--- config.mk ---
export PLATFORM = sky130hd
export DESIGN_NAME = ascii_can_frame_encoder_unit
export DESIGN_NICKNAME = d
export VERILOG_FILES = /design/src/design/acfe_pkg.sv /design/src/design/ascii_can_frame_encoder_unit.sv /design/src/design/acfe_front.sv /design/src/design/acfe_back.sv
export VERILOG_INCLUDE_DIRS = /design/src /design/src/design
export SDC_FILE = /design/constraint.sdc
export NUM_CORES = 1
export LEC_CHECK = 0
export BUFFER_PORTS_ARGS = -buffer_cell sky130_fd_sc_hd__buf_2
export CORE_AREA = 2 2 101 176
export DETAILED_ROUTE_END_ITERATION = 8
export DIE_AREA = 0 0 103 178
export GPL_TIMING_DRIVEN = 0
export HOLD_SLACK_MARGIN = 0.05
export PLACE_DENSITY = 0.5
export SLEW_MARGIN = 30
export SYNTH_ARGS = -nofsm -noshare
export SYNTH_HDL_FRONTEND = slang
export SYNTH_SLANG_ARGS = --single-unit
--- constraint.sdc ---
create_clock -name clock -period 2.9 [get_ports clock]
set_input_delay 0.435 -clock clock [delete_from_list [all_inputs] [get_ports clock]]
set_output_delay 0.435 -clock clock [all_outputs]
set_load 0.005 [all_outputs]
--- src/design/ascii_can_frame_encoder_unit_assert.svh ---
// Assertion helpers for the ASCII CAN frame encoder.
`ifndef ASCII_CAN_FRAME_ENCODER_UNIT_ASSERT_SVH
`define ASCII_CAN_FRAME_ENCODER_UNIT_ASSERT_SVH

`ifndef SYNTHESIS
`define ACFE_ASSERT_IMP(lbl, clk, rst, ante, cons) \
   lbl: assert property (@(posedge clk) disable iff (rst) (ante) |-> (cons)) \
      else $error("acfe: same-cycle check failed");
`define ACFE_ASSERT_NXT(lbl, clk, rst, ante, cons) \
   lbl: assert property (@(posedge clk) disable iff (rst) (ante) |=> (cons)) \
      else $error("acfe: next-cycle check failed");
`else
`define ACFE_ASSERT_IMP(lbl, clk, rst, ante, cons)
`define ACFE_ASSERT_NXT(lbl, clk, rst, ante, cons)
`endif

`endif

--- src/design/acfe_pkg.sv ---
package acfe_pkg;

   localparam int CMD_DEPTH_DEFAULT = 4;

   localparam logic [7:0] CHAR_COLON = 8'h3A;  // ':'
   localparam logic [7:0] CHAR_SEMI  = 8'h3B;  // ';'
   localparam logic [7:0] CHAR_S     = 8'h53;  // 'S'
   localparam logic [7:0] CHAR_Y     = 8'h59;  // 'Y'
   localparam logic [7:0] CHAR_N     = 8'h4E;  // 'N'
   localparam logic [7:0] HDR_BASE   = 8'h80;
   localparam logic [7:0] LEN_MAX    = 8'hFF;

   // configuration register indexes
   localparam logic CSR_NODE_CAN_ID   = 1'b0;
   localparam logic CSR_ETHERNET_MODE = 1'b1;

   typedef struct packed {
      logic [7:0] byte_value;
      logic       frame_start;
      logic [1:0] priority_req;
      logic       message_end;
   } cmd_type;

   typedef struct packed {
      logic [6:0] node_can_id;
      logic       ethernet_mode;
   } cfg_type;

   typedef struct packed {
      logic [7:0] out_char;
      logic       run_last;
      logic       frame_done;
      logic [7:0] frame_length;
   } rsp_type;

   function automatic logic [7:0] hex_char(input logic [3:0] nib);
      logic [7:0] ch;
      if (nib < 4'd10) begin
         ch = 8'h30 + {4'd0, nib};
      end else begin
         ch = 8'h37 + {4'd0, nib};
      end
      return ch;
   endfunction

endpackage

--- src/design/ascii_can_frame_encoder_unit.sv ---
// Encodes CAN messages, given one byte per request, into GridConnect ASCII
// characters, one result per character. An opening request (frame_start)
// yields nine characters (':', 'S' or 'Y', four header hex digits, 'N', two
// opcode digits), a data request yields two hex digits, and message_end adds
// a closing ';'. The back sequencer emits one character per clock while its
// two-entry result queue has room, and requests are taken every cycle until
// the CMD_DEPTH-entry command queue fills; an item passes through that queue,
// the current-item register and the result queue. Configuration is written
// through csr_* by the user only while the block is idle; the block does not enforce it.
module ascii_can_frame_encoder_unit import acfe_pkg::*; #(
   parameter int CMD_DEPTH = CMD_DEPTH_DEFAULT
) (
   input  logic       clock,
   input  logic       reset,
   input  logic       req_push,
   output logic       req_full,
   input  logic [7:0] req_byte_value,
   input  logic       req_frame_start,
   input  logic [1:0] req_priority_req,
   input  logic       req_message_end,
   output logic       rsp_empty,
   input  logic       rsp_pop,
   output logic [7:0] rsp_out_char,
   output logic       rsp_run_last,
   output logic       rsp_frame_done,
   output logic [7:0] rsp_frame_length,
   input  logic       csr_write_enable,
   input  logic       csr_index,
   input  logic [6:0] csr_write_data
);

   cfg_type cfg_ff;
   cmd_type cmd_head;
   logic    cmd_empty, cmd_pop;

   always_ff @(posedge clock) begin
      if (reset) begin
         cfg_ff <= '0;
      end else if (csr_write_enable) begin
         case (csr_index)
            CSR_NODE_CAN_ID:   cfg_ff.node_can_id   <= csr_write_data;
            CSR_ETHERNET_MODE: cfg_ff.ethernet_mode <= csr_write_data[0];
            default:           cfg_ff <= cfg_ff;
         endcase
      end
   end

   acfe_front #(
      .CMD_DEPTH (CMD_DEPTH)
   ) u_front (
      .clock            (clock),
      .reset            (reset),
      .req_push         (req_push),
      .req_full         (req_full),
      .req_byte_value   (req_byte_value),
      .req_frame_start  (req_frame_start),
      .req_priority_req (req_priority_req),
      .req_message_end  (req_message_end),
      .cmd_pop          (cmd_pop),
      .cmd_empty        (cmd_empty),
      .cmd_head         (cmd_head)
   );

   acfe_back u_back (
      .clock            (clock),
      .reset            (reset),
      .cfg              (cfg_ff),
      .cmd_empty        (cmd_empty),
      .cmd_head         (cmd_head),
      .cmd_pop          (cmd_pop),
      .rsp_pop          (rsp_pop),
      .rsp_empty        (rsp_empty),
      .rsp_out_char     (rsp_out_char),
      .rsp_run_last     (rsp_run_last),
      .rsp_frame_done   (rsp_frame_done),
      .rsp_frame_length (rsp_frame_length)
   );

endmodule

--- src/design/acfe_front.sv ---
module acfe_front import acfe_pkg::*; #(
   parameter int CMD_DEPTH = CMD_DEPTH_DEFAULT
) (
   input  logic       clock,
   input  logic       reset,
   input  logic       req_push,
   output logic       req_full,
   input  logic [7:0] req_byte_value,
   input  logic       req_frame_start,
   input  logic [1:0] req_priority_req,
   input  logic       req_message_end,
   input  logic       cmd_pop,
   output logic       cmd_empty,
   output cmd_type    cmd_head
);

   localparam int PTR_W = (CMD_DEPTH > 1) ? $clog2(CMD_DEPTH) : 1;
   localparam int CNT_W = $clog2(CMD_DEPTH + 1);

   cmd_type            cmd_mem [CMD_DEPTH];
   logic [PTR_W-1:0]   wr_ptr_ff, wr_ptr_in;
   logic [PTR_W-1:0]   rd_ptr_ff, rd_ptr_in;
   logic [CNT_W-1:0]   count_ff, count_in;
   logic               push_ok, pop_ok;
   cmd_type            cmd_new;

   assign req_full  = (count_ff == CNT_W'(CMD_DEPTH));
   assign cmd_empty = (count_ff == '0);
   assign push_ok   = req_push && !req_full;
   assign pop_ok    = cmd_pop && !cmd_empty;
   assign cmd_head  = cmd_mem[rd_ptr_ff];

   // the priority only matters on an opening item
   always_comb begin
      cmd_new.byte_value   = req_byte_value;
      cmd_new.frame_start  = req_frame_start;
      cmd_new.priority_req = req_frame_start ? req_priority_req : 2'd0;
      cmd_new.message_end  = req_message_end;
   end

   always_comb begin
      wr_ptr_in = wr_ptr_ff;
      rd_ptr_in = rd_ptr_ff;
      count_in  = count_ff;
      if (push_ok) begin
         wr_ptr_in = (wr_ptr_ff == PTR_W'(CMD_DEPTH - 1)) ? '0 : wr_ptr_ff + 1'b1;
      end
      if (pop_ok) begin
         rd_ptr_in = (rd_ptr_ff == PTR_W'(CMD_DEPTH - 1)) ? '0 : rd_ptr_ff + 1'b1;
      end
      if (push_ok && !pop_ok) begin
         count_in = count_ff + 1'b1;
      end else if (pop_ok && !push_ok) begin
         count_in = count_ff - 1'b1;
      end
   end

   always_ff @(posedge clock) begin
      if (reset) begin
         wr_ptr_ff <= '0;
         rd_ptr_ff <= '0;
         count_ff  <= '0;
      end else begin
         wr_ptr_ff <= wr_ptr_in;
         rd_ptr_ff <= rd_ptr_in;
         count_ff  <= count_in;
      end
   end

   always_ff @(posedge clock) begin
      if (push_ok) begin
         cmd_mem[wr_ptr_ff] <= cmd_new;
      end
   end

endmodule

--- src/design/acfe_back.sv ---
`include "ascii_can_frame_encoder_unit_assert.svh"

module acfe_back import acfe_pkg::*; (
   input  logic       clock,
   input  logic       reset,
   input  cfg_type    cfg,
   input  logic       cmd_empty,
   input  cmd_type    cmd_head,
   output logic       cmd_pop,
   input  logic       rsp_pop,
   output logic       rsp_empty,
   output logic [7:0] rsp_out_char,
   output logic       rsp_run_last,
   output logic       rsp_frame_done,
   output logic [7:0] rsp_frame_length
);

   typedef enum logic [3:0] {
      ST_COLON, ST_TYPE, ST_HI_HI, ST_HI_LO, ST_LO_HI, ST_LO_LO,
      ST_N, ST_OP_HI, ST_OP_LO, ST_SEMI
   } step_type;

   step_type   step_ff, step_next;
   logic       busy_ff;
   cmd_type    cur_ff;
   logic [7:0] count_ff;

   rsp_type    out_mem [2];
   logic       wr_ptr_ff, rd_ptr_ff;
   logic [1:0] out_cnt_ff;

   logic       emit, last_step, load, out_pop;
   logic [7:0] hdr_hi, hdr_lo, nib_src, count_base, count_new;
   rsp_type    rsp_new;

   assign hdr_hi = HDR_BASE + {1'b0, cur_ff.priority_req, 5'd0}
                 + {4'd0, cfg.node_can_id[6:3]};
   assign hdr_lo = {cfg.node_can_id[2:0], 5'd0};

   assign emit      = busy_ff && (out_cnt_ff != 2'd2);
   assign last_step = cur_ff.message_end ? (step_ff == ST_SEMI) : (step_ff == ST_OP_LO);
   assign load      = !busy_ff || (emit && last_step);
   assign cmd_pop   = load && !cmd_empty;

   // the colon opens a frame, so the count restarts there
   assign count_base = (step_ff == ST_COLON) ? 8'd0 : count_ff;
   assign count_new  = (count_base == LEN_MAX) ? LEN_MAX : count_base + 8'd1;

   always_comb begin
      case (step_ff)
         ST_HI_HI, ST_HI_LO: nib_src = hdr_hi;
         ST_LO_HI, ST_LO_LO: nib_src = hdr_lo;
         default:            nib_src = cur_ff.byte_value;
      endcase
   end

   always_comb begin
      case (step_ff)
         ST_COLON: rsp_new.out_char = CHAR_COLON;
         ST_TYPE:  rsp_new.out_char = cfg.ethernet_mode ? CHAR_Y : CHAR_S;
         ST_N:     rsp_new.out_char = CHAR_N;
         ST_SEMI:  rsp_new.out_char = CHAR_SEMI;
         ST_HI_HI, ST_LO_HI, ST_OP_HI: rsp_new.out_char = hex_char(nib_src[7:4]);
         default:  rsp_new.out_char = hex_char(nib_src[3:0]);
      endcase
      rsp_new.run_last     = last_step;
      rsp_new.frame_done   = (step_ff == ST_SEMI);
      rsp_new.frame_length = count_new;
   end

   always_comb begin
      case (step_ff)
         ST_COLON: step_next = ST_TYPE;
         ST_TYPE:  step_next = ST_HI_HI;
         ST_HI_HI: step_next = ST_HI_LO;
         ST_HI_LO: step_next = ST_LO_HI;
         ST_LO_HI: step_next = ST_LO_LO;
         ST_LO_LO: step_next = ST_N;
         ST_N:     step_next = ST_OP_HI;
         ST_OP_HI: step_next = ST_OP_LO;
         ST_OP_LO: step_next = ST_SEMI;
         default:  step_next = ST_SEMI;
      endcase
   end

   always_ff @(posedge clock) begin
      if (reset) begin
         busy_ff  <= 1'b0;
         step_ff  <= ST_COLON;
         count_ff <= 8'd0;
      end else begin
         if (load) begin
            busy_ff <= !cmd_empty;
            cur_ff  <= cmd_head;
            step_ff <= cmd_head.frame_start ? ST_COLON : ST_OP_HI;
         end else if (emit) begin
            step_ff <= step_next;
         end
         if (emit) begin
            count_ff <= count_new;
         end
      end
   end

   // two-entry result queue
   assign out_pop          = rsp_pop && (out_cnt_ff != 2'd0);
   assign rsp_empty        = (out_cnt_ff == 2'd0);
   assign rsp_out_char     = out_mem[rd_ptr_ff].out_char;
   assign rsp_run_last     = out_mem[rd_ptr_ff].run_last;
   assign rsp_frame_done   = out_mem[rd_ptr_ff].frame_done;
   assign rsp_frame_length = out_mem[rd_ptr_ff].frame_length;

   always_ff @(posedge clock) begin
      if (reset) begin
         wr_ptr_ff  <= 1'b0;
         rd_ptr_ff  <= 1'b0;
         out_cnt_ff <= 2'd0;
      end else begin
         if (emit) begin
            wr_ptr_ff <= !wr_ptr_ff;
         end
         if (out_pop) begin
            rd_ptr_ff <= !rd_ptr_ff;
         end
         if (emit && !out_pop) begin
            out_cnt_ff <= out_cnt_ff + 2'd1;
         end else if (out_pop && !emit) begin
            out_cnt_ff <= out_cnt_ff - 2'd1;
         end
      end
   end

   always_ff @(posedge clock) begin
      if (emit) begin
         out_mem[wr_ptr_ff] <= rsp_new;
      end
   end

   `ACFE_ASSERT_IMP(a_out_cnt_bound, clock, reset, 1'b1, out_cnt_ff != 2'd3)
   `ACFE_ASSERT_IMP(a_semi_needs_end, clock, reset, busy_ff && (step_ff == ST_SEMI), cur_ff.message_end)
   `ACFE_ASSERT_IMP(a_len_nonzero, clock, reset, emit, rsp_new.frame_length != 8'd0)
   `ACFE_ASSERT_NXT(a_emit_fills, clock, reset, emit && !out_pop, out_cnt_ff != 2'd0)

endmodule
# Word-level counts from Yosys, hierarchy flattened
# Memories as Yosys holds them, arrays and structs flattened. A register that Yosys moved wholly into a read port is not among the register bits.
# Index checks and enable logic that the tools add are counted.
[op_classes]
n_mux = 28
n_addsub = 13
n_lt_le_gt_ge = 2
n_reduce_logical = 33
n_bitwise = 2
eq_ne = 14
[op_table]
columns = ["op", "count"]
rows = [
  ["$pmux 8 s5", 1],
  ["$mux 8", 4],
  ["$add 6x4->7 const A", 4],
  ["$mux 4", 5],
  ["$eq 4x3->1 const B", 4],
  ["$pmux 8 s2", 1],
  ["$mux 2", 7],
  ["$logic_and 1x1->1", 10],
  ["$logic_not 1->1", 9],
  ["$mux 3", 3],
  ["$add 8x1->8 const B", 1],
  ["$add 8x4->8", 1],
  ["$add 8x7->8 const A", 1],
  ["$eq 4x2->1 const B", 2],
  ["$eq 4x4->1 const B", 2],
  ["$eq 8x8->1 const B", 1],
  ["$lt 4x4->1 const B", 2],
  ["$reduce_bool 2->1", 4],
  ["$mux 1", 7],
  ["$add 2x1->2 const B", 3],
  ["$reduce_and 2->1", 3],
  ["$eq 2x2->1 const B", 2],
  ["$eq 4x1->1 const B", 1],
  ["$logic_not 4->1", 1],
  ["11 further kinds", 13],
]
[word_totals]
inputBits = 25
n_memories = 3
out_inout_bits = 20
romBits = 64
reg_bits = 43
word_cells = 109
mem_bits_rw = 84
[mem_list]
columns = ["memory", "depth", "word_bits", "read_ports", "rd_clocked_by_memory_dff", "write_ports", "line_no", "rtl"]
rows = [
  ["(no name shown)", 16, 4, 1, 1, 0, "acfe_back.sv:72", "case (step_ff)"],
  ["u_front.cmd_mem", 4, 12, 1, 1, 1, "acfe_front.sv:20", "cmd_type cmd_mem [CMD_DEPTH];"],
  ["u_back.out_mem", 2, 18, 1, 1, 1, "acfe_back.sv:28", "rsp_type out_mem [2];"],
]

# Depth between registers and ports, before layout
[depth]
ltp_word = 9
mapped_depth = 11
mapped_depth_nobuf = 10

# Hierarchy
# Synthesis repeated with hierarchy kept, for this count alone.
[hier_totals]
cells_unflattened = 487
hier_area_um2 = 6088.3
[by_module_without_submodules]
columns = ["mod", "seq_area_each_um2", "area_per_inst_um2", "cells_each", "instances"]
rows = [
  ["acfe_back", 1791.7, 3502.1, 339, 1],
  ["acfe_front", 1621.6, 2230.9, 114, 1],
  ["ascii_can_frame_encoder_unit", 160.2, 355.3, 34, 1],
]

# Least setup slack after synthesis
# No wires, ideal clock.
[synth_timing]
path_kind = "reg-to-reg"
start = "register u_back.step_ff[3]"
end = "memory u_back.out_mem[0][3] (netlist name) (data pin)"
setup_slack_ns = 0.504
required_ns = 2.643
t_arrival_ns = 2.139
n_path_buf = 1
setup_ns = 0.257
period_less_slack_ns = 2.396
path_stages_with_launch = 9
path_cell_list = "dfxtp_1 -> or4_1 -> clkbuf_1 -> and2_1 -> ha_1 -> and2_1 -> nand4_1 -> o21ai_0 -> a21o_1"
[synth_via]
elab_chain_cells = 4
elab_cells_between_ends = 5
cone_classes = "add/sub (1); eq/ne (1); mux (2); reduce/logical (1)"
[synth_lines]
columns = ["item", "line_no", "rtl"]
rows = [
  ["start, declared", "acfe_back.sv:23", "step_type step_ff, step_next;"],
  ["start signal, assigned", "acfe_back.sv:95", "step_ff <= cmd_head.frame_start ? ST_COLON : ST_OP_HI;"],
  ["start signal, assigned", "acfe_back.sv:97", "step_ff <= step_next;"],
  ["$logic_not 4->1 *", "acfe_back.sv:46", "assign count_base = (step_ff == ST_COLON) ? 8'd0 : count_ff;"],
  ["$mux 8 *", "acfe_back.sv:46", ""],
  ["$add 8x1->8 / $eq 8x8->1 (equally long branches)", "acfe_back.sv:47", "assign count_new = (count_base == LEN_MAX) ? LEN_MAX : count_base + 8'd1;"],
  ["$mux 8 *", "acfe_back.sv:47", ""],
  ["net u_back.count_new[3]", "acfe_back.sv:33", "logic [7:0] hdr_hi, hdr_lo, nib_src, count_base, count_new;"],
  ["end, declared", "acfe_back.sv:28", ""],
]
# The timed path passes the listed nets; every way through them passes the cells marked *.

# Worst setup path in the final report
# Same ends and word-level chain as after synthesis.

==> flow_metrics.env <==
export IMPL_status="finished, final reports clean"
export IMPL_postCtsSetupBuffers=0
export IMPL_fmax_mhz=378
export IMPL_worstHoldPathType="primary input to flop"
export IMPL_cts_sinks=132
export IMPL_drv_slew=0
export IMPL_core_area_mm2=0.0169
export IMPL_fp_dieH_um=178
export IMPL_grt_usage=0.134
export IMPL_cts_root_buffer="clkbuf_16"
export IMPL_post_route_util=0.411
export IMPL_final_area_mm2=0.00693
export IMPL_dr_total_vias=3655
export IMPL_setup_viol=0
export IMPL_synthesis_area_mm2=0.00584
export IMPL_cp_required_ns=3.07
export IMPL_insertedDiodeCount=0
export IMPL_r2r_slack_ns=0.25
export IMPL_worstSetupStartpointType="flop"
export IMPL_nNetsFinal=550
export IMPL_tns_ns=0
export IMPL_yosys_warnings=0
export IMPL_first_global_vias=3713
export IMPL_syn_avg_cell_area_um2=13.0
export IMPL_dp_cells=719
export IMPL_slew_headroom=0.442
export IMPL_tightest_slew_ns=0.837
export IMPL_fillCellCount=1626
export IMPL_timing_rr_end="u_back.out_mem[0][3]$_DFFE_PP_"
export IMPL_placed_area_mm2=0.00635
export IMPL_areaGrowthSynthToFinish_pct=18.8
export IMPL_io_buffers=42
export IMPL_dr_pass1_iters=4
export IMPL_power_density_mw_per_mm2=977
export IMPL_dp_hpwl_mm=8.31
export IMPL_stdcell_count=753
export IMPL_start_util=0.346
export IMPL_wl_per_cell_um=15.4
export IMPL_cts_hold_buffers_added=0
export IMPL_irDropWorstVdd_v=0.000362
export IMPL_clk_pin_slew_worst_paths_ns=0.06
export IMPL_clock_skew_ns=0.0105
export IMPL_yosysSeqAreaShare=0.612
export IMPL_final_common_cell="edfxtp_1"
export IMPL_postRouteAntennaNets=0
export IMPL_cp_startpoint="u_back.step_ff[3]$_SDFFE_PP0N_"
export IMPL_io_pins=45
export IMPL_worst_path_max_fanout=9
export IMPL_clockBufferDepth=2
export IMPL_drive_gt1_frac=0.240
export IMPL_grt_overflow=0
export IMPL_p_leak_nw=2.53
export IMPL_netlist_instances=449
export IMPL_wl_mm=11.6
export IMPL_htreeDepth=4
export IMPL_hold_slack_ns=0.228
export IMPL_cts_made_buffers=17
export IMPL_finalHoldViolations=0
export IMPL_grt_pass1_wl_mm=18.3
export IMPL_ys_ff_latch=132
export IMPL_syn_num_nets=486
export IMPL_gp_congestion=0.802
export IMPL_layout_min_cycle_time_ns=2.65
export IMPL_r2r_start="u_back.step_ff[3]$_SDFFE_PP0N_"
export IMPL_async_reset_ff_frac=0
export IMPL_synth_distinct_cells=61
export IMPL_arrival_ns=2.82
export IMPL_path_class="flop to flop"
export IMPL_fp_dieW_um=103
export IMPL_cts_resized=0
export IMPL_route_detailed_drc=0
export IMPL_row_count=63
export IMPL_cp_endpoint="u_back.out_mem[0][3]$_DFFE_PP_"
export IMPL_clock_latency_ns=0.42
export IMPL_synthFlopType="edfxtp_1"
export IMPL_antenna_found_initial=0
export IMPL_grt_start_max_net_pins=18
export IMPL_cap_violations=0
export IMPL_die_area_mm2=0.0183
export IMPL_cp_end_kind="flop"
export IMPL_mostFrequentLayoutCells="93 x edfxtp_1, 48 x buf_2, 40 x nor2_1"
export IMPL_synth_edf_count=93
export IMPL_cts_tree="done"
export IMPL_min_period_over_period=0.912
export IMPL_viasPerCell=4.85
export IMPL_ff2ff_path_depth=7
export IMPL_drtIter0Drc=87
export IMPL_grt_setup_unrepaired="no"
[flip-flops by register name, summed over array words and instances, names as in the netlist, 3 cells and up, named ones only]
register / count
u_back.step_next: 4
u_back.step_ff: 4
cfg_ff: 8
u_back.cur_ff: 11
u_front.cmd_mem: 48
u_back.out_mem: 34
u_back.count_ff: 8
u_front.count_ff: 3
[stage by stage]
| step | setup slack, ns | power [mW] |
|---|---|---|
| global placement | 0.0904 | 4.71 |
| global route | 0.0665 | 7.18 |
| CTS | 0.0818 | 6.87 |
| finish | 0.254 | 6.77 |
| detailed placement | 0.0861 | 4.77 |
| floorplan | 0.504 | 4.18 |
[critical path, cell delays in order (launching register included)]
cell and delay, ns:
dfxtp_1 0.38, or4_1 0.72, and2_1 0.28, ha_1 0.25
and2_1 0.22, nand4_1 0.20, o21ai_0 0.16, a21o_1 0.19
[worst min path at each step]
| stage | start | endpoint | slack (ns) | depth (start not counted) |
|---|---|---|---|---|
| floorplan | cfg_ff[0]$_SDFFE_PP0P_ | cfg_ff[0]$_SDFFE_PP0P_ | 0.45 | 2 |
| global placement | u_back.count_ff[1]$_SDFFE_PP0P_ | u_back.count_ff[1]$_SDFFE_PP0P_ | 0.47 | 2 |
| detailed placement | cfg_ff[1]$_SDFFE_PP0P_ | cfg_ff[1]$_SDFFE_PP0P_ | 0.49 | 2 |
| CTS | req_byte_value[2] | u_front.cmd_mem[2][6]$_DFFE_PP_ | 0.22 | 1 |
| global route | req_byte_value[2] | u_front.cmd_mem[2][6]$_DFFE_PP_ | 0.22 | 1 |
| finish | req_byte_value[2] | u_front.cmd_mem[2][6]$_DFFE_PP_ | 0.23 | 1 |
[kinds of logic after synthesis]
family | synth area share
flip-flops | 0.612
AND/OR/NAND/NOR | 0.114
AO/OA/AOI/OAI | 0.102
multiplexers | 0.105
buffers and inverters | 0.0206
adder cells (fa/ha/maj) | 0.0270
XOR/XNOR | 0.0180
other | 0.000643
[synthesized netlist by cell type, types with 4 or more instances]
library cell | instances | share of area
nor2b_1 | 7 | 0.0075
buf_2 | 6 | 0.0051
edfxtp_1 | 93 | 0.48
mux2_2 | 18 | 0.035
xor2_1 | 9 | 0.014
nand3b_1 | 6 | 0.0077
o21ai_0 | 14 | 0.012
ha_1 | 11 | 0.024
mux2i_1 | 14 | 0.024
mux4_2 | 12 | 0.046
dfxtp_1 | 39 | 0.13
inv_1 | 7 | 0.0045
clkbuf_1 | 14 | 0.0090
nand2b_1 | 8 | 0.0086
nor2_1 | 41 | 0.026
a22o_1 | 9 | 0.014
nand2_1 | 28 | 0.018
or3_1 | 4 | 0.0043
a21o_1 | 4 | 0.0051
a21oi_1 | 28 | 0.024
nand3_1 | 6 | 0.0051
and2_1 | 14 | 0.015
[metal layers]
layer  part of all wire  global-route usage
met1               0.38               0.127
met2               0.56               0.256
met3              0.032              0.0357
met4              0.027              0.0609
met5                  0                   0
[cell type report]
class                   count  area (um^2)  area share
inverters                   7         26.3     0.00379
multi-input cells         288         2150       0.310
repair buffers             46          244      0.0352
well taps                 227          284      0.0410
clock inverters            14          140      0.0202
flip-flops and latches    132         3570       0.515
clock buffers              18          429      0.0619
plain buffers              21         90.1      0.0130
[report_power, final]
part | switching [mW] | internal (mW)
Combinational | 1.12 | 0.916
Clock | 0.868 | 1.21
Sequential | 0.174 | 2.49
No activity file was read; power rests on OpenSTA's default activity.
